`src/sv/dsmt_pkg.sv`:
```
`timescale 1ns / 1ps
`default_nettype none
package dsmt_pkg;

	localparam int CHAN_COUNT   = 8;
	localparam int LANES        = 8;
	localparam int FRAME_BITS   = 16;
	localparam int BIT_W        = $clog2(FRAME_BITS);
	localparam int TICK_W       = 16;
	localparam int THR_W        = 16;
	localparam int CH_W         = 3;
	localparam int CFG_IDX_W    = 3;
	localparam int CFG_DATA_W   = 16;
	localparam int VAL_W        = 11;

	localparam logic [VAL_W-1:0] MAX_VALUE = 11'd2047;

	typedef enum logic [1:0] {
		OP_WRITE = 2'd0,
		OP_SEND  = 2'd1,
		OP_TICK  = 2'd2
	} opcode_t;

	typedef enum logic [CFG_IDX_W-1:0] {
		REG_ACTIVE_MASK = 3'd0,
		REG_DSHOT_MASK  = 3'd1,
		REG_ZERO_HIGH   = 3'd2,
		REG_ONE_HIGH    = 3'd3,
		REG_BIT_PERIOD  = 3'd4
	} cfg_reg_t;

	// Per-lane control for the step being retired, with the timer state after it.
	typedef struct packed {
		logic              wr;
		logic              load;
		logic              in_frame;
		logic [BIT_W-1:0]  bit_n;
		logic [TICK_W-1:0] tick_n;
	} lane_ctl_t;

	// Saturate, shift past the telemetry bit and append the nibble checksum.
	function automatic logic [FRAME_BITS-1:0] make_frame(input logic [THR_W-1:0] value);
		logic [VAL_W-1:0]      v;
		logic [FRAME_BITS-1:0] p;
		logic [3:0]            crc;
		v   = (value > THR_W'(MAX_VALUE)) ? MAX_VALUE : value[VAL_W-1:0];
		p   = {v, 5'b0};
		crc = p[7:4] ^ p[11:8] ^ p[15:12];
		return {p[15:4], crc};
	endfunction

endpackage
`default_nettype wire

```
`src/sv/dsmt_cmd_if.sv`:
```
`timescale 1ns / 1ps
`default_nettype none
interface dsmt_cmd_if;
	logic                        valid;
	logic                        ready;
	logic [1:0]                  opcode;
	logic [dsmt_pkg::CH_W-1:0]   channel;
	logic [dsmt_pkg::THR_W-1:0]  throttle;

	modport source (output valid, output opcode, output channel, output throttle, input ready);
	modport sink   (input valid, input opcode, input channel, input throttle, output ready);
endinterface
`default_nettype wire

```
`src/sv/dsmt_res_if.sv`:
```
`timescale 1ns / 1ps
`default_nettype none
interface dsmt_res_if;
	logic                        valid;
	logic                        ready;
	logic [dsmt_pkg::LANES-1:0]  pin_levels;
	logic                        busy_res;

	modport source (output valid, output pin_levels, output busy_res, input ready);
	modport sink   (input valid, input pin_levels, input busy_res, output ready);
endinterface
`default_nettype wire

```
`src/sv/dsmt_cfg_if.sv`:
```
`timescale 1ns / 1ps
`default_nettype none
interface dsmt_cfg_if;
	logic                             valid;
	logic                             ready;
	logic [dsmt_pkg::CFG_IDX_W-1:0]   index;
	logic [dsmt_pkg::CFG_DATA_W-1:0]  wdata;

	modport source (output valid, output index, output wdata, input ready);
	modport sink   (input valid, input index, input wdata, output ready);
endinterface
`default_nettype wire

```
`src/sv/dsmt_lane.sv`:
```
`timescale 1ns / 1ps
`default_nettype none
module dsmt_lane (
	input  wire                            clk,
	input  wire                            arst_n,
	input  wire  dsmt_pkg::lane_ctl_t      ctl,
	input  wire  [dsmt_pkg::THR_W-1:0]     throttle,
	input  wire  [dsmt_pkg::TICK_W-1:0]    zero_high,
	input  wire  [dsmt_pkg::TICK_W-1:0]    one_high,
	output logic                           level
);
	import dsmt_pkg::*;

	logic [THR_W-1:0]      value_q;
	logic [FRAME_BITS-1:0] frame_q;
	logic [FRAME_BITS-1:0] frame_d;
	logic                  cur_bit;
	logic [TICK_W-1:0]     high;

	always_ff @(posedge clk or negedge arst_n) begin
		if (!arst_n) begin
			value_q <= '0;
		end else if (ctl.wr) begin
			value_q <= throttle;
		end else if (ctl.load) begin
			value_q <= '0;
		end
	end

	always_ff @(posedge clk) begin
		if (ctl.load) begin
			frame_q <= make_frame(value_q);
		end
	end

	// The level shown reflects the state after this step, so look at the new frame.
	always_comb begin
		frame_d = ctl.load ? make_frame(value_q) : frame_q;
		cur_bit = frame_d[BIT_W'(FRAME_BITS - 1) - ctl.bit_n];
		high    = cur_bit ? one_high : zero_high;
		level   = ctl.in_frame && (ctl.tick_n < high);
	end

endmodule
`default_nettype wire

```
`src/sv/dshot_multichannel_transmitter.sv`:
```
`timescale 1ns / 1ps
`default_nettype none
// Port  Role                Fields
// cmd   item in (sink)      opcode, channel, throttle
// res   result out (source) pin_levels, busy_res
// cfg   register write      index, wdata
//
// One command is taken every clock cycle while res is not stalled; each gives one
// result, registered in the command register and then in the result register.
// The result register only stalls the command register when it holds an
// untaken result, so a stall on res reaches cmd.ready in the same cycle.
// Reset clears the stored throttle values and the timer, and returns the
// registers to their defaults.
// Register writes are always taken in the cycle they are offered.
module dshot_multichannel_transmitter (
	input  wire         clk,
	input  wire         arst_n,
	dsmt_cmd_if.sink    cmd,
	dsmt_res_if.source  res,
	dsmt_cfg_if.sink    cfg
);
	import dsmt_pkg::*;

	localparam logic [LANES-1:0] LANE_EXISTS = LANES'((1 << CHAN_COUNT) - 1);

	// configuration
	logic [LANES-1:0]  active_mask_q;
	logic [LANES-1:0]  dshot_mask_q;
	logic [TICK_W-1:0] zero_high_q;
	logic [TICK_W-1:0] one_high_q;
	logic [TICK_W-1:0] period_q;

	// command stage
	logic              valid_s1;
	logic [1:0]        opcode_s1;
	logic [CH_W-1:0]   channel_s1;
	logic [THR_W-1:0]  throttle_s1;

	// transmit state
	logic              sending_q;
	logic [LANES-1:0]  mask_q;
	logic [BIT_W-1:0]  bit_q;
	logic [TICK_W-1:0] tick_q;

	logic              sending_n;
	logic [LANES-1:0]  mask_n;
	logic [BIT_W-1:0]  bit_n;
	logic [TICK_W-1:0] tick_n;

	logic              adv;
	logic              start;
	logic [LANES-1:0]  elig;
	logic [TICK_W-1:0] period_eff;
	logic [TICK_W:0]   tick_inc;
	logic [TICK_W-1:0] zero_eff;
	lane_ctl_t         ctl [LANES];
	logic [LANES-1:0]  levels;

	logic              res_valid_q;
	logic [LANES-1:0]  pin_levels_q;
	logic              busy_q;

	assign cfg.ready = 1'b1;

	always_ff @(posedge clk or negedge arst_n) begin
		if (!arst_n) begin
			active_mask_q <= '0;
			dshot_mask_q  <= '0;
			zero_high_q   <= TICK_W'(125);
			one_high_q    <= TICK_W'(250);
			period_q      <= TICK_W'(333);
		end else if (cfg.valid) begin
			unique case (cfg_reg_t'(cfg.index))
				REG_ACTIVE_MASK: active_mask_q <= cfg.wdata[LANES-1:0];
				REG_DSHOT_MASK:  dshot_mask_q  <= cfg.wdata[LANES-1:0];
				REG_ZERO_HIGH:   zero_high_q   <= cfg.wdata[TICK_W-1:0];
				REG_ONE_HIGH:    one_high_q    <= cfg.wdata[TICK_W-1:0];
				REG_BIT_PERIOD:  period_q      <= cfg.wdata[TICK_W-1:0];
				default: ;
			endcase
		end
	end

	assign adv       = valid_s1 && (!res_valid_q || res.ready);
	assign cmd.ready = !valid_s1 || adv;

	always_ff @(posedge clk or negedge arst_n) begin
		if (!arst_n) begin
			valid_s1 <= 1'b0;
		end else if (cmd.ready) begin
			valid_s1 <= cmd.valid;
		end
	end

	always_ff @(posedge clk) begin
		if (cmd.ready && cmd.valid) begin
			opcode_s1   <= cmd.opcode;
			channel_s1  <= cmd.channel;
			throttle_s1 <= cmd.throttle;
		end
	end

	assign elig       = active_mask_q & dshot_mask_q & LANE_EXISTS;
	assign period_eff = (period_q == '0) ? TICK_W'(1) : period_q;
	assign tick_inc   = {1'b0, tick_q} + (TICK_W+1)'(1);
	// A zero bit never stays high longer than a one bit.
	assign zero_eff   = (zero_high_q < one_high_q) ? zero_high_q : one_high_q;

	always_comb begin
		sending_n = sending_q;
		mask_n    = mask_q;
		bit_n     = bit_q;
		tick_n    = tick_q;
		start     = 1'b0;
		unique case (opcode_t'(opcode_s1))
			OP_SEND: begin
				if (!sending_q && elig != '0) begin
					start     = 1'b1;
					sending_n = 1'b1;
					mask_n    = elig;
					bit_n     = '0;
					tick_n    = '0;
				end
			end
			OP_TICK: begin
				if (sending_q) begin
					if (tick_inc >= {1'b0, period_eff}) begin
						tick_n = '0;
						if (bit_q == BIT_W'(FRAME_BITS - 1)) begin
							bit_n     = '0;
							sending_n = 1'b0;
							mask_n    = '0;
						end else begin
							bit_n = bit_q + BIT_W'(1);
						end
					end else begin
						tick_n = tick_inc[TICK_W-1:0];
					end
				end
			end
			default: ;
		endcase
	end

	always_ff @(posedge clk or negedge arst_n) begin
		if (!arst_n) begin
			sending_q <= 1'b0;
			mask_q    <= '0;
			bit_q     <= '0;
			tick_q    <= '0;
		end else if (adv) begin
			sending_q <= sending_n;
			mask_q    <= mask_n;
			bit_q     <= bit_n;
			tick_q    <= tick_n;
		end
	end

	for (genvar i = 0; i < LANES; i++) begin : g_lane
		always_comb begin
			ctl[i].wr       = adv && LANE_EXISTS[i] && opcode_t'(opcode_s1) == OP_WRITE
				&& channel_s1 == CH_W'(i);
			ctl[i].load     = adv && start && elig[i];
			ctl[i].in_frame = mask_n[i];
			ctl[i].bit_n    = bit_n;
			ctl[i].tick_n   = tick_n;
		end

		dsmt_lane u_lane (
			.clk       (clk),
			.arst_n    (arst_n),
			.ctl       (ctl[i]),
			.throttle  (throttle_s1),
			.zero_high (zero_eff),
			.one_high  (one_high_q),
			.level     (levels[i])
		);
	end

	always_ff @(posedge clk or negedge arst_n) begin
		if (!arst_n) begin
			res_valid_q <= 1'b0;
		end else if (adv) begin
			res_valid_q <= 1'b1;
		end else if (res.ready) begin
			res_valid_q <= 1'b0;
		end
	end

	always_ff @(posedge clk) begin
		if (adv) begin
			pin_levels_q <= levels;
			busy_q       <= sending_n;
		end
	end

	assign res.valid      = res_valid_q;
	assign res.pin_levels = pin_levels_q;
	assign res.busy_res   = busy_q;

	a_idle_pins_low: assert property (@(posedge clk) disable iff (!arst_n)
		res.valid && !res.busy_res |-> res.pin_levels == '0)
		else $error("pins driven while no frame is in flight");

	a_idle_timer_clear: assert property (@(posedge clk) disable iff (!arst_n)
		!sending_q |-> (bit_q == '0 && tick_q == '0 && mask_q == '0))
		else $error("timer or lane mask left over after a frame");

	// The bit period may be rewritten mid-frame, so only the lane mask is checked here.
	a_busy_has_lanes: assert property (@(posedge clk) disable iff (!arst_n)
		sending_q |-> mask_q != '0)
		else $error("frame in flight with no lanes");

	a_stall_holds_result: assert property (@(posedge clk) disable iff (!arst_n)
		res_valid_q && !res.ready |=> res_valid_q && $stable(pin_levels_q) && $stable(busy_q))
		else $error("result changed before its transfer");

endmodule
`default_nettype wire
```
`src/flat_wrapper.sv`:
```
// flat-port wrapper written by rule: the top's interface ports become plain ports
module dshot_multichannel_transmitter_flat import dsmt_pkg::*;
  (clk, arst_n, cmd_valid, cmd_opcode, cmd_channel, cmd_throttle, cmd_ready, res_valid, res_pin_levels, res_busy_res, res_ready, cfg_valid, cfg_index, cfg_wdata, cfg_ready);
  dsmt_cmd_if cmd_i ();
  dsmt_res_if res_i ();
  dsmt_cfg_if cfg_i ();
  input  wire clk;
  input  wire arst_n;
  input wire logic [$bits(cmd_i.valid)-1:0] cmd_valid;
  input wire logic [$bits(cmd_i.opcode)-1:0] cmd_opcode;
  input wire logic [$bits(cmd_i.channel)-1:0] cmd_channel;
  input wire logic [$bits(cmd_i.throttle)-1:0] cmd_throttle;
  output wire logic [$bits(cmd_i.ready)-1:0] cmd_ready;
  output wire logic [$bits(res_i.valid)-1:0] res_valid;
  output wire logic [$bits(res_i.pin_levels)-1:0] res_pin_levels;
  output wire logic [$bits(res_i.busy_res)-1:0] res_busy_res;
  input wire logic [$bits(res_i.ready)-1:0] res_ready;
  input wire logic [$bits(cfg_i.valid)-1:0] cfg_valid;
  input wire logic [$bits(cfg_i.index)-1:0] cfg_index;
  input wire logic [$bits(cfg_i.wdata)-1:0] cfg_wdata;
  output wire logic [$bits(cfg_i.ready)-1:0] cfg_ready;
  assign cmd_i.valid = cmd_valid;
  assign cmd_i.opcode = cmd_opcode;
  assign cmd_i.channel = cmd_channel;
  assign cmd_i.throttle = cmd_throttle;
  assign cmd_ready = cmd_i.ready;
  assign res_valid = res_i.valid;
  assign res_pin_levels = res_i.pin_levels;
  assign res_busy_res = res_i.busy_res;
  assign res_i.ready = res_ready;
  assign cfg_i.valid = cfg_valid;
  assign cfg_i.index = cfg_index;
  assign cfg_i.wdata = cfg_wdata;
  assign cfg_ready = cfg_i.ready;
  dshot_multichannel_transmitter u_core (.clk(clk), .arst_n(arst_n), .cmd(cmd_i), .res(res_i), .cfg(cfg_i));
endmodule
```
`config.mk`:
```
export PLATFORM = sky130hd
export DESIGN_NAME = dshot_multichannel_transmitter_flat
export DESIGN_NICKNAME = d
export VERILOG_FILES = /design/src/sv/dsmt_pkg.sv /design/src/sv/dsmt_cmd_if.sv /design/src/sv/dsmt_res_if.sv /design/src/sv/dsmt_cfg_if.sv /design/src/sv/dsmt_lane.sv /design/src/sv/dshot_multichannel_transmitter.sv /design/src/flat_wrapper.sv
export SDC_FILE = /design/constraint.sdc
export NUM_CORES = 1
export LEC_CHECK = 0
export BUFFER_PORTS_ARGS = -buffer_cell sky130_fd_sc_hd__buf_2
export CORE_MARGIN = 4
export CORE_UTILIZATION = 50
export DETAILED_ROUTE_END_ITERATION = 16
export PLACE_DENSITY = 0.79
export SYNTH_ARGS = -nofsm -noshare
export SYNTH_HDL_FRONTEND = slang
export SYNTH_HIERARCHICAL = 1
export SYNTH_SLANG_ARGS = --single-unit
```
`constraint.sdc`:
```
create_clock -name clk -period 6.8 [get_ports clk]
set_input_delay 2.04 -clock clk [delete_from_list [all_inputs] [get_ports clk]]
set_output_delay 2.04 -clock clk [all_outputs]
set_load 0.01 [all_outputs]
```
==> out/metrics.csv, run 1 <==
stage;metric;value;unit
clocking;number of clock buffers inserted by TritonCTS;43;
worst_setup_path;start of the worst register-to-register path;u_core/tick_q[0]$_DFFE_PN0P_;
worst_setup_path;largest fanout of any net on the critical path;12;
global_routing;sum of overflow across all layers after global routing;0;
drt;total number of vias;20800;
clocking;TritonCTS clock tree;yes;
power;clock share of power;22.6;%
power;power share of the combinational group;44.6;%
clocking;Clk Latency, worst-skew pair;0.61;ns
logic_synthesis;share of synthesized cell area in full adder, half adder and majority cells;8.20;%
global_routing;largest net degree at the start of global routing;114;
logic_synthesis;top post-synthesis cells by area;sky130_fd_sc_hd__dfrtp_1 22%, sky130_fd_sc_hd__dfxtp_1 11%, sky130_fd_sc_hd__ha_1 8.2%;
logic_synthesis;dominant cell by count in the synthesized netlist;sky130_fd_sc_hd__nand2_1;
power;Int Pwr;6.60;mW
placement;count of port buffers added during placement;55;
power;worst vdd ir;0.229;mV
logic_synthesis;Post-Synthesis Net Count;2724;
sta;number of pins exceeding their max-slew limit in the final report;0;
worst_setup_path;type of the worst setup path;register to register;
clocking;CTS max path bufs;3;
worst_setup_path;r2r worst-path depth;29;
sta;clock period minus worst slack;6.50;ns
drt;router iterations before antenna repair;5;
drt;wire length per cell after detailed routing;21.9;um
drt;final routed wirelength across all metal layers;70000;um
logic_synthesis;post-synth top area cell;sky130_fd_sc_hd__dfrtp_1;
worst_setup_path;startpoint types;register;
sta;worst clock skew;0.0381;ns
placement;pre-CTS worst setup slack;-0.0127;ns
worst_setup_path;end point of the critical path;u_core/res.pin_levels[1]$_DFFE_PP_;
die;die span in y;226;um
sta;Fin. Hold Viols;0;
placement;final weighted congestion in routability-driven placement;0.985;
worst_setup_path;data arrival time at the worst-slack endpoint;6.98;ns
power;static power due to leakage;11.9;nW
drt;Post-route DRC;0;
logic_synthesis;share of the synthesized area in the top cell type;21.7;%
worst_setup_path;Worst R2R Setup Slack;0.30;ns
logic_synthesis;yosys warns;6;
clocking;CTS Root Cell;sky130_fd_sc_hd__clkbuf_16;
clocking;maximum level of the CTS H-tree;2;
die;number of placement rows;79;
sta;final setup violating endpoints;0;
logic_synthesis;largest family of logic cells by synthesized area;compound AO/OA/AOI/OAI gates;
worst_hold_path;Tightest Hold Check Type;register to register;
clocking;Worst-path clk slew;0.08;ns
logic_synthesis;post-synthesis area per instance;9.44;um^2
worst_setup_path;delay of the slowest critical-path stage;0.40;ns
global_routing;vias in the first global route;20100;
logic_synthesis;ys async rst share;58.5;%
global_routing;first-pass GRT wire length;109000;um
logic_synthesis;Seq/Total Area, Yosys;38.1;%
logic_synthesis;simple-gate portion of the synthesized area;17.0;%
logic_synthesis;synthesized-area fraction occupied by xor and xnor cells;2.92;%
drt;drt initial violations;2420;
die;Die Footprint;51200;um^2
die;die width;226;um
power;total power per unit cell area;413;nW/um^2
worst_setup_path;worst setup path start;u_core/tick_q[0]$_DFFE_PN0P_;
power;share of total power in sequential cells;32.8;%
die;number of top-level pins;57;
global_routing;initial antenna violation count;0;
job;number of maximum-capacitance constraint violations;0;
worst_setup_path;critical path capture point type;register;
power;share of total power consumed by net switching;39.8;%
drt;vias per inst;6.49;
logic_synthesis;netlist area before placement;23800;um^2
logic_synthesis;area fraction in compound gates after synthesis;20.8;%
logic_synthesis;top flip-flop cell by instance count after synthesis;sky130_fd_sc_hd__dfrtp_1;
layout;final layout net count;2759;
placement;instance area after placement;24800;um^2
die;starting density of the core;50.8;%
layout;fraction of layout instances using a drive strength above 1;14.5;%
logic_synthesis;Synth cell types;103;
sta;final cycle utilization of the critical path;95.5;%
placement;estimated wirelength of the detail-placed design;46900;um
worst_setup_path;Reg2Reg Capture Point;u_core/res.pin_levels[1]$_DFFE_PP_;
clocking;Sinks on Clock Net;381;
drt;residual antenna-violating net count after detailed routing;0;
logic_synthesis;proportion of synthesized area in mux cells;7.66;%
logic_synthesis;Commonest cells post-synth;240 x sky130_fd_sc_hd__nand2_1, 206 x sky130_fd_sc_hd__dfrtp_1, 160 x sky130_fd_sc_hd__nor2_1, 156 x sky130_fd_sc_hd__ha_1, 154 x sky130_fd_sc_hd__o21ai_0;
layout;total non-filler cell area in the finished layout;26600;um^2
sta;worst relative slew slack;22.7;%
clocking;post-cts hold buffer count;0;
logic_synthesis;number of enable flip-flop cells after synthesis;30;
logic_synthesis;Syn Inst Count;2523;
sta;total negative slack for setup checks;0;ns
global_routing;overall routing resource usage;26.5;%
worst_setup_path;Data required, critical path;7.28;ns
worst_setup_path;Most common cell on crit path;sky130_fd_sc_hd__buf_4;
run_status;outcome;complete, no violations;
power;net switching component of the power;4.37;mW
sta;final critical-path setup slack;0.304;ns
layout;diode count;0;
logic_synthesis;count of state elements after synthesis;381;
worst_setup_path;slowest stage cell, crit path;sky130_fd_sc_hd__a32o_4;
sta;Max Clk Rate;154;MHz
layout;fill cell total of the finished layout;3898;
power;post-layout total power;11.0;mW
die;area of the core;46900;um^2
layout;Area Growth Syn to Fin;11.7;%
sta;transition at the pin with the smallest max-transition slack;1.15;ns
layout by cell type, fill, tap and decap left out, types with 11 or more instances in the layout:
cell type                   synthesis  final
sky130_fd_sc_hd__nand2_1          240    240
sky130_fd_sc_hd__dfrtp_1          206    202
sky130_fd_sc_hd__ha_1             156    156
sky130_fd_sc_hd__nor2_1           160    153
sky130_fd_sc_hd__o21ai_0          154    153
sky130_fd_sc_hd__dfxtp_1          128    128
sky130_fd_sc_hd__mux2i_1          126    126
sky130_fd_sc_hd__inv_1            122    122
sky130_fd_sc_hd__a31oi_1          111    110
sky130_fd_sc_hd__nand2b_1          96     96
sky130_fd_sc_hd__nand3_1           82     81
sky130_fd_sc_hd__buf_4             10     74
sky130_fd_sc_hd__a21oi_1           66     66
sky130_fd_sc_hd__buf_2             25     54
sky130_fd_sc_hd__o31ai_1           51     51
sky130_fd_sc_hd__a21o_1            50     50
sky130_fd_sc_hd__mux2_2            50     50
sky130_fd_sc_hd__clkbuf_16          0     44
sky130_fd_sc_hd__nor2b_1           31     31
sky130_fd_sc_hd__edfxtp_1          30     30
sky130_fd_sc_hd__xnor2_1           29     29
sky130_fd_sc_hd__nand4_1           27     27
sky130_fd_sc_hd__nor3_1            35     26
sky130_fd_sc_hd__a311oi_1          24     24
sky130_fd_sc_hd__o22a_1            22     22
sky130_fd_sc_hd__o211ai_1          21     21
sky130_fd_sc_hd__a221oi_1          17     17
sky130_fd_sc_hd__dfstp_2           17     17
sky130_fd_sc_hd__o32a_1            14     14
sky130_fd_sc_hd__xnor3_1           14     14
sky130_fd_sc_hd__a211oi_1          13     13
sky130_fd_sc_hd__nor3_2             3     12
sky130_fd_sc_hd__o221ai_1          12     12
sky130_fd_sc_hd__nor4_1            15     11
sky130_fd_sc_hd__o22ai_1           11     11
layout make-up:
type | count | area, um^2 | area share [%]
Inverter | 125 | 469 | 1.77
Multi-Input combinational cell | 1863 | 13600 | 51.3
Timing Repair Buffer | 144 | 1120 | 4.21
Sequential cell | 381 | 9070 | 34.1
Clock buffer | 51 | 1140 | 4.27
Tap cell | 607 | 759 | 2.86
Clock inverter | 29 | 388 | 1.46
kinds of logic (layout without fill, tap and decap cells):
logic type,after synthesis,count (layout)
AO/OA/AOI/OAI,684,685
multiplexers,176,176
XOR/XNOR,54,54
AND/OR/NAND/NOR,791,791
adder cells (fa/ha/maj),156,156
other,1,1
flip-flops,381,381
buffers and inverters,280,349
through the flow:
step                      util (%)  hold WS, ns  cells
after detailed placement      52.8        0.447   3105
after floorplan                  -        0.423   2523
after global routing          56.7        0.476   3200
final                         56.7        0.465   3200
after CTS                     56.2        0.461   3187
after global placement        52.8        0.441   3105
flip-flops by register name, summed over array words and instances (netlist names):
name	count
u_core/active_mask_q	8
u_core/bit_q	4
u_core/channel_s1	3
u_core/dshot_mask_q	8
u_core/g_lane.u_lane/frame_q	128
u_core/g_lane.u_lane/value_q	128
u_core/mask_q	8
u_core/one_high_q	16
u_core/opcode_s1	2
u_core/period_q	16
u_core/res.busy_res	1
u_core/res.pin_levels	8
u_core/res.valid	1
u_core/sending_q	1
u_core/throttle_s1	16
u_core/tick_q	16
u_core/valid_s1	1
u_core/zero_high_q	16
how the worst min path moves through the flow:
| stage | depth (start not counted) | to | start |
|---|---|---|---|
| 6_report | 2 | u_core/g_lane[7].u_lane/frame_q[15]$_DFF_P_ | u_core/g_lane[7].u_lane/frame_q[15]$_DFF_P_ |
| 5_1_grt | 1 | u_core/g_lane[1].u_lane/frame_q[4]$_DFF_P_ | u_core/g_lane[1].u_lane/frame_q[4]$_DFF_P_ |
| 4_1_cts | 2 | u_core/g_lane[7].u_lane/frame_q[15]$_DFF_P_ | u_core/g_lane[7].u_lane/frame_q[15]$_DFF_P_ |
| 3_5_place_dp | 2 | u_core/g_lane[7].u_lane/frame_q[15]$_DFF_P_ | u_core/g_lane[7].u_lane/frame_q[15]$_DFF_P_ |
| 3_3_place_gp | 2 | u_core/g_lane[7].u_lane/frame_q[15]$_DFF_P_ | u_core/g_lane[7].u_lane/frame_q[15]$_DFF_P_ |
| 2_1_floorplan | 2 | u_core/g_lane[7].u_lane/frame_q[0]$_DFF_P_ | u_core/g_lane[7].u_lane/frame_q[0]$_DFF_P_ |
routing by layer:
layer  vias up  track usage [%]  wire, um
met3       252             4.45      6380
met2      1087             41.2     31800
met5         -                0         0
met4         0             15.5      4100
met1     10000             34.9     27700
li1       9409                -         -
power groups by stage:
stage | registers, mW | clock network (mW) | logic (mW)
after floorplan | 3.39 | 0 | 3.61
after global placement | 3.57 | 0 | 4.34
after detailed placement | 3.61 | 0 | 4.58
after CTS | 3.58 | 2.51 | 4.64
after global routing | 3.66 | 2.61 | 5.31
final | 3.60 | 2.48 | 4.89
worst max-delay path, delay by kind of cell, from the launching register on:
family | cells | cell delay [ns]
XOR/XNOR | 1 | 0.23
flip-flops | 1 | 0.35
AND/OR/NAND/NOR | 6 | 1.19
adder cells (fa/ha/maj) | 3 | 0.73
AO/OA/AOI/OAI | 12 | 2.62
buffers and inverters | 5 | 0.96
multiplexers | 2 | 0.29
timing repair:
item,in CTS,in global routing
pin swaps,1,9
endpoints found under the setup margin,1,8
buffers inserted,2,11
gates resized for setup,1,21
gates cloned,0,2
(Power assumes the default switching activity.)
==> run 2, diff against run 1 <==
Settings changed: ABC_AREA set to 1, BUFFER_PORTS_ARGS -buffer_cell sky130_fd_sc_hd__buf_2 to -buffer_cell sky130_fd_sc_hd__buf_4, TNS_END_PERCENT set to 20.
==> run 2 against run 1 <==
Compared with the run above:
- die area is 2.3% lower
- final cell count is 13% higher
- critical path depth is 5 higher
- critical path type unchanged
- first-iteration DRC count fell by 24%
- hold slack worse by 0.031 ns
- area after synthesis fell by 2.4%
- maximum frequency increased by 6.5%
- largest cell class unchanged
- setup slack gained 0.40 ns
- clock skew is 0.0044 ns lower
- global-route usage fell by 2.5 points
==> out/metrics.csv, run 2 <==
stage;metric;value;unit;change
clocking;Post CTS Setup Buffer Count;0;;-2
worst_setup_path;slowest stage cell, crit path;sky130_fd_sc_hd__buf_4;;
logic_synthesis;Synth cell types;54;;-48%
sta;transition at the pin with the smallest max-transition slack;1.17;ns;+0.0238 ns
power;post-layout total power;10.9;mW;-0.75%
sta;total negative slack for setup checks;0;ns;unchanged
logic_synthesis;count of state elements after synthesis;381;;unchanged
clocking;number of clock buffers inserted by TritonCTS;42;;-2.3%
die;Die Footprint;50000;um^2;-2.3%
logic_synthesis;number of enable flip-flop cells after synthesis;30;;unchanged
worst_setup_path;critical path capture point type;register;;
clocking;count of instances resized after the clock tree is built;0;;-1
clocking;CTS Root Cell;sky130_fd_sc_hd__clkbuf_16;;
die;number of top-level pins;57;;unchanged
placement;instance area after placement;24200;um^2;-2.3%
global_routing;sum of overflow across all layers after global routing;0;;unchanged
placement;estimated wirelength of the detail-placed design;41900;um;-11%
run_status;outcome;complete, no violations;;
drt;vias per inst;5.55;;-15%
layout;most common cell after layout, fill and taps aside;sky130_fd_sc_hd__nand2_1;;
job;number of maximum-capacitance constraint violations;0;;unchanged
worst_hold_path;Tightest Hold Check Type;register to register;;
logic_synthesis;ys async rst share;58.5;%;unchanged
power;worst vdd ir;0.211;mV;-7.7%
layout;fill cell total of the finished layout;4149;;+6.4%
clocking;Clk Latency, worst-skew pair;0.58;ns;-0.03 ns
worst_setup_path;startpoint types;register;;
clocking;maximum level of the CTS H-tree;2;;unchanged
global_routing;first-pass GRT wire length;98700;um;-9.3%
layout;total non-filler cell area in the finished layout;25600;um^2;-3.8%
worst_setup_path;worst setup path start;u_core/tick_q[1]$_DFFE_PN0P_;;
die;die width;224;um;-1.1%
power;static power due to leakage;13.1;nW;+10%
global_routing;largest net degree at the start of global routing;147;;+29%
drt;total number of vias;20200;;-3.0%
clocking;post-cts hold buffer count;0;;unchanged
power;total power per unit cell area;426;nW/um^2;+3.1%
logic_synthesis;Commonest cells post-synth;748 x sky130_fd_sc_hd__nand2_1, 300 x sky130_fd_sc_hd__inv_1, 262 x sky130_fd_sc_hd__nand3_1, 220 x sky130_fd_sc_hd__o21ai_0, 206 x sky130_fd_sc_hd__dfrtp_1;;
layout;commonest cells after routing, fill and taps aside;748 x sky130_fd_sc_hd__nand2_1, 299 x sky130_fd_sc_hd__inv_1, 262 x sky130_fd_sc_hd__nand3_1;;
sta;final setup violating endpoints;0;;unchanged
layout;fraction of layout instances using a drive strength above 1;11.8;%;-2.6 points
sta;worst relative slew slack;21.4;%;-1.3 points
logic_synthesis;top post-synthesis cells by area;sky130_fd_sc_hd__dfrtp_1 22%, sky130_fd_sc_hd__nand2_1 12%, sky130_fd_sc_hd__dfxtp_1 11%;;
logic_synthesis;Post-Synthesis Net Count;3165;;+16%
worst_setup_path;data arrival time at the worst-slack endpoint;6.41;ns;-0.57 ns
logic_synthesis;top flip-flop cell by instance count after synthesis;sky130_fd_sc_hd__dfrtp_1;;
logic_synthesis;post-synth top area cell;sky130_fd_sc_hd__dfrtp_1;;
sta;number of pins exceeding their max-slew limit in the final report;0;;unchanged
clocking;Sinks on Clock Net;381;;unchanged
layout;count of non-filler cells in the finished layout;3631;;+13%
die;starting density of the core;50.9;%;+0.081 points
drt;router iterations before antenna repair;6;;+1
worst_setup_path;Data required, critical path;7.11;ns;-0.17 ns
drt;final routed wirelength across all metal layers;60700;um;-13%
die;number of placement rows;78;;-1.3%
sta;Fin. Hold Viols;0;;unchanged
logic_synthesis;Syn Inst Count;2964;;+17%
worst_setup_path;delay of the slowest critical-path stage;0.41;ns;about the same
layout;area of combinational cells with multiple inputs;12500;um^2;-8.4%
clocking;Worst-path clk slew;0.06;ns;-0.02 ns
sta;RSZ-0062 raised after global routing;no;;
sta;worst clock skew;0.0338;ns;-0.00438 ns
drt;residual antenna-violating net count after detailed routing;0;;unchanged
clocking;TritonCTS clock tree;yes;;
die;area of the core;45700;um^2;-2.5%
global_routing;overall routing resource usage;24.0;%;-2.5 points
worst_setup_path;type of the worst setup path;register to register;;
drt;wire length per cell after detailed routing;16.7;um;-24%
sta;final cycle utilization of the critical path;89.7;%;-5.8 points
worst_setup_path;start of the worst register-to-register path;u_core/tick_q[1]$_DFFE_PN0P_;;
drt;Post-route DRC;0;;unchanged
placement;final weighted congestion in routability-driven placement;0.883;;-10%
sta;clock period minus worst slack;6.10;ns;-0.397 ns
layout;diode count;0;;unchanged
worst_setup_path;largest fanout of any net on the critical path;27;;+15
placement;instance count after placement with tap cells included;3554;;+14%
logic_synthesis;post-synthesis area per instance;7.84;um^2;-17%
layout;area taken by flip-flops and latches;9060;um^2;about the same
sta;Max Clk Rate;164;MHz;+6.5%
global_routing;initial antenna violation count;0;;unchanged
logic_synthesis;Seq/Total Area, Yosys;39.0;%;+0.92 points
layout;registers with the most flip-flops;u_core/g_lane.u_lane/frame_q (128), u_core/g_lane.u_lane/value_q (128);;
placement;count of port buffers added during placement;55;;unchanged
clocking;CTS max path bufs;3;;unchanged
layout;Area Growth Syn to Fin;10.0;%;
layout;final layout net count;3199;;+16%
logic_synthesis;yosys warns;6;;unchanged
logic_synthesis;dominant cell by count in the synthesized netlist;sky130_fd_sc_hd__nand2_1;;
logic_synthesis;netlist area before placement;23200;um^2;-2.4%
worst_hold_path;hold path startpoint;u_core/g_lane[6].u_lane/frame_q[4]$_DFF_P_;;
drt;drt initial violations;1837;;-24%
die;die span in y;224;um;-1.1%
global_routing;vias in the first global route;18900;;-6.2%
logic_synthesis;share of the synthesized area in the top cell type;22.2;%;+0.52 points
-- run 2: power by group --
part / switching [mW] / internal [mW] / total, mW / leakage (nW)
sequential: 0.455 / 3.02 / 3.47 / 4.10
clock: 0.938 / 1.35 / 2.29 / 0.681
combinational: 3.21 / 1.92 / 5.13 / 8.30
total: 4.60 / 6.29 / 10.9 / 13.1
-- run 2: cell families (layout without fill, tap and decap cells) --
kind of cell / after synthesis / count (layout) / share of synthesized area [%]
flops: 381 / 381 / 39.0
mux: 120 / 120 / 5.17
fa+ha+maj: 156 / 156 / 8.40
xor+xnor: 11 / 11 / 0.414
compound gates: 451 / 451 / 10.8
buf+inv: 423 / 490 / 7.30
other cells: 1 / 1 / 0.0161
simple gates: 1421 / 1421 / 28.9
-- run 2: final timing paths --
kind / end / slack, ns / cells after the start
max in group asynchronous: u_core/tick_q[11]$_DFFE_PN0P_ / 4.09 / 2
max reg2reg: u_core/res.pin_levels[6]$_DFFE_PP_ / 0.70 / 34
min in group asynchronous: u_core/g_lane[4].u_lane/value_q[6]$_DFFE_PN0P_ / 1.41 / 1
max: u_core/res.pin_levels[6]$_DFFE_PP_ / 0.70 / 34
min: u_core/g_lane[6].u_lane/frame_q[4]$_DFF_P_ / 0.43 / 2
min reg2reg: u_core/g_lane[6].u_lane/frame_q[4]$_DFF_P_ / 0.43 / 2
-- run 2: cell type report --
cell class | instances | area share (%)
sequential | 381 | 35.4
clock buffer | 60 | 4.70
timing repair buffer | 84 | 2.54
multi-input combinational | 2160 | 48.8
tap | 600 | 2.94
inverter | 329 | 4.83
clock inverter | 17 | 0.709
-- run 2: critical path, delay by kind of cell (launching register included) --
kind | cells | cell delay [ns]
and+or+nand+nor | 20 | 2.51
AOI/OAI and AO/OA | 6 | 1.11
buffers and inverters | 4 | 0.82
adders and majority gates | 2 | 0.64
DFF | 1 | 0.35
xor gates and xnor gates | 1 | 0.21
muxes | 1 | 0.18
-- run 2: stage by stage --
stage	hold slack, ns	util [%]	setup WS (ns)
final	0.433	56.0	0.701
after global routing	0.461	56.0	0.202
after CTS	0.431	56.0	0.774
after detailed placement	0.421	53.0	0.734
after global placement	0.407	53.0	0.864
after floorplan	0.400	-	1.24
-- run 2: per-layer routing --
metal	share of wire (%)	GRT usage (%)	vias up
met1	46	34.8	9480
met3	7.3	3.68	153
met2	43	36.4	643
li1	-	-	9876
met4	3.7	9.19	0
met5	0	0	-
==> run 3, diff against run 2 <==
Settings changed: PLACE_DENSITY 0.79 to 0.76.
Clock period 6.8 ns to 6 ns, I/O delays scaled along.
==> run 3 against run 2 <==
Compared with the run above:
- flip-flop and latch count unchanged
- clock power up 14%
- global-route usage up 0.98 points
- wire length up 6.1%
- clock skew down 0.0088 ns
- largest cell class unchanged
==> out/metrics.csv, run 3 (synthesis gave the netlist of run 2 again) <==
stage;metric;value;unit;change
worst_setup_path;slowest stage cell, crit path;sky130_fd_sc_hd__dfrtp_1;;
layout;fraction of layout instances using a drive strength above 1;13.3;%;+1.4 points
power;share of total power consumed by net switching;43.1;%;+0.84 points
worst_setup_path;worst setup path start;u_core/tick_q[0]$_DFFE_PN0P_;;
layout;registers with the most flip-flops;u_core/g_lane.u_lane/frame_q (128), u_core/g_lane.u_lane/value_q (128);;
global_routing;sum of overflow across all layers after global routing;0;;unchanged
placement;estimated wirelength of the detail-placed design;45600;um;+8.8%
job;number of maximum-capacitance constraint violations;0;;unchanged
placement;pre-CTS worst setup slack;0.293;ns;-0.440 ns
placement;instance count after placement with tap cells included;3567;;+0.37%
sta;worst relative slew slack;24.4;%;+2.9 points
drt;wire length per cell after detailed routing;17.6;um;+5.4%
global_routing;largest net degree at the start of global routing;99;;-33%
placement;instance area after placement;24300;um^2;+0.51%
sta;Max Clk Rate;179;MHz;+9.2%
power;net switching component of the power;5.45;mW;+19%
clocking;CTS Root Cell;sky130_fd_sc_hd__clkbuf_16;;
clocking;Worst-path clk slew;0.06;ns;about the same
worst_setup_path;startpoint types;register;;
sta;RSZ-0062 raised after global routing;yes;;
worst_setup_path;delay of the slowest critical-path stage;0.41;ns;about the same
worst_setup_path;Data required, critical path;6.42;ns;-0.69 ns
power;total power per unit cell area;488;nW/um^2;+15%
worst_setup_path;Top delay family on crit path;simple AND/OR/NAND/NOR gates;;
layout;total non-filler cell area in the finished layout;25900;um^2;+1.4%
die;Die Footprint;50000;um^2;unchanged
clocking;Clk Latency, worst-skew pair;0.58;ns;about the same
layout;final layout net count;3223;;+0.75%
worst_setup_path;count of buffer and inverter cells on the critical path;4;;unchanged
drt;residual antenna-violating net count after detailed routing;0;;unchanged
sta;final critical-path setup slack;0.416;ns;-0.285 ns
global_routing;first-pass GRT wire length;103000;um;+4.4%
power;Int Pwr;7.20;mW;+15%
drt;Post-route DRC;0;;unchanged
sta;number of pins exceeding their max-slew limit in the final report;0;;unchanged
worst_hold_path;hold path startpoint;u_core/g_lane[0].u_lane/frame_q[4]$_DFF_P_;;
run_status;outcome;complete, no violations;;
placement;count of port buffers added during placement;55;;unchanged
power;power share of the combinational group;48.2;%;+1.1 points
worst_setup_path;type of the worst setup path;register to register;;
global_routing;initial antenna violation count;1;;+1
die;starting density of the core;50.9;%;unchanged
die;area of the core;45700;um^2;unchanged
power;worst vdd ir;0.252;mV;+19%
placement;final weighted congestion in routability-driven placement;0.910;;+3.1%
clocking;maximum level of the CTS H-tree;2;;unchanged
layout;count of non-filler cells in the finished layout;3657;;+0.72%
die;die width;224;um;unchanged
power;static power due to leakage;13.3;nW;+1.4%
worst_setup_path;start of the worst register-to-register path;u_core/tick_q[0]$_DFFE_PN0P_;;
worst_setup_path;data arrival time at the worst-slack endpoint;6.00;ns;-0.41 ns
layout;most common cell after layout, fill and taps aside;sky130_fd_sc_hd__nand2_1;;
clocking;post-cts hold buffer count;0;;unchanged
drt;total number of vias;20700;;+2.6%
drt;drt initial violations;1909;;+3.9%
die;number of placement rows;78;;unchanged
die;die span in y;224;um;unchanged
layout;Area Growth Syn to Fin;11.6;%;
worst_setup_path;Most common cell on crit path;sky130_fd_sc_hd__nand3_1;;
sta;transition at the pin with the smallest max-transition slack;1.13;ns;-0.0403 ns
global_routing;vias in the first global route;20000;;+6.0%
clocking;TritonCTS clock tree;yes;;
worst_hold_path;Tightest Hold Check Type;register to register;;
sta;final setup violating endpoints;0;;unchanged
clocking;CTS max path bufs;3;;unchanged
worst_setup_path;largest fanout of any net on the critical path;14;;-48%
layout;post-layout util;56.8;%;+0.77 points
sta;Fin. Hold Viols;0;;unchanged
clocking;number of clock buffers inserted by TritonCTS;43;;+2.4%
power;post-layout total power;12.6;mW;+16%
drt;vias per inst;5.66;;+1.9%
power;clock share of power;20.6;%;-0.4 points
drt;final routed wirelength across all metal layers;64400;um;+6.1%
layout;diode count;0;;unchanged
sta;clock period minus worst slack;5.58;ns;-0.515 ns
power;share of total power in sequential cells;31.2;%;-0.7 points
global_routing;overall routing resource usage;25.0;%;+0.98 points
layout;commonest cells after routing, fill and taps aside;748 x sky130_fd_sc_hd__nand2_1, 298 x sky130_fd_sc_hd__inv_1, 260 x sky130_fd_sc_hd__nand3_1;;
sta;worst clock skew;0.0250;ns;-0.00881 ns
worst_setup_path;critical path capture point type;register;;
sta;final cycle utilization of the critical path;93.1;%;+3.4 points
die;number of top-level pins;57;;unchanged
clocking;Sinks on Clock Net;381;;unchanged
drt;router iterations before antenna repair;5;;-1
-- run 3: cell types whose count changed in the layout (fill, tap and decap cells not counted), moves of 6 or more --
cell | previous run | this run
sky130_fd_sc_hd__nand2_4 | 12 | 6
sky130_fd_sc_hd__buf_4 | 82 | 101
sky130_fd_sc_hd__nand2_8 | 0 | 6
sky130_fd_sc_hd__clkbuf_1 | 12 | 6
-- run 3: power groups by stage --
stage / Sequential (mW) / Combinational, mW / Clock [mW]
final: 3.95 / 6.10 / 2.60
after global routing: 4.03 / 6.83 / 2.76
after CTS: 3.93 / 5.90 / 2.65
after detailed placement: 3.96 / 5.86 / 0
after floorplan: 3.80 / 4.51 / 0
after global placement: 3.93 / 5.59 / 0
-- run 3: worst paths after layout --
check | endpoint | slack (ns) | cells after the start
max | u_core/res.pin_levels[1]$_DFFE_PP_ | 0.42 | 34
min | u_core/g_lane[0].u_lane/frame_q[4]$_DFF_P_ | 0.43 | 2
max reg2reg | u_core/res.pin_levels[1]$_DFFE_PP_ | 0.42 | 34
min reg2reg | u_core/g_lane[0].u_lane/frame_q[4]$_DFF_P_ | 0.43 | 2
max in group asynchronous | u_core/tick_q[4]$_DFFE_PN0P_ | 3.64 | 2
min in group asynchronous | u_core/g_lane[5].u_lane/value_q[6]$_DFFE_PN0P_ | 1.22 | 1
-- run 3: through the flow --
| step | hold slack (ns) | setup TNS, ns |
|---|---|---|
| 6_report | 0.430 | 0 |
| 5_1_grt | 0.449 | -0.0470 |
| 4_1_cts | 0.430 | 0 |
| 3_5_place_dp | 0.419 | 0 |
| 3_3_place_gp | 0.412 | 0 |
| 2_1_floorplan | 0.400 | 0 |
-- run 3: per-layer routing --
| metal | track usage [%] | wire (um) | part of all wire [%] |
|---|---|---|---|
| met1 | 34.6 | 28500 | 44 |
| met2 | 40.4 | 29300 | 45 |
| met3 | 3.80 | 4820 | 7.5 |
| met4 | 8.49 | 1780 | 2.8 |
| met5 | 0 | 13 | 0.020 |
-- run 3: final cells by class --
cell class                      count  area, um^2
Sequential cell                   381        9070
Fill cell                        4084       19700
Clock inverter                     22         165
Tap cell                          600         751
Clock buffer                       58        1230
Timing Repair Buffer              106         845
Multi-Input combinational cell   2161       12600
Inverter                          329        1240
-- run 3: repair_timing --
| item | 4_1_cts | 5_1_grt |
|---|---|---|
| setup endpoints to repair | 0 | 8 |
| resized for setup | 0 | 23 |
| setup buffers | 0 | 9 |
-- run 3: worst register-to-register path, delay by kind of cell, from the launching register on --
family	cells	cell delay, ns
AO/OA/AOI/OAI	4	0.71
XOR/XNOR	1	0.25
adder cells (fa/ha/maj)	3	0.77
buffers and inverters	4	0.58
flip-flops	1	0.41
multiplexers	1	0.20
AND/OR/NAND/NOR	21	2.51
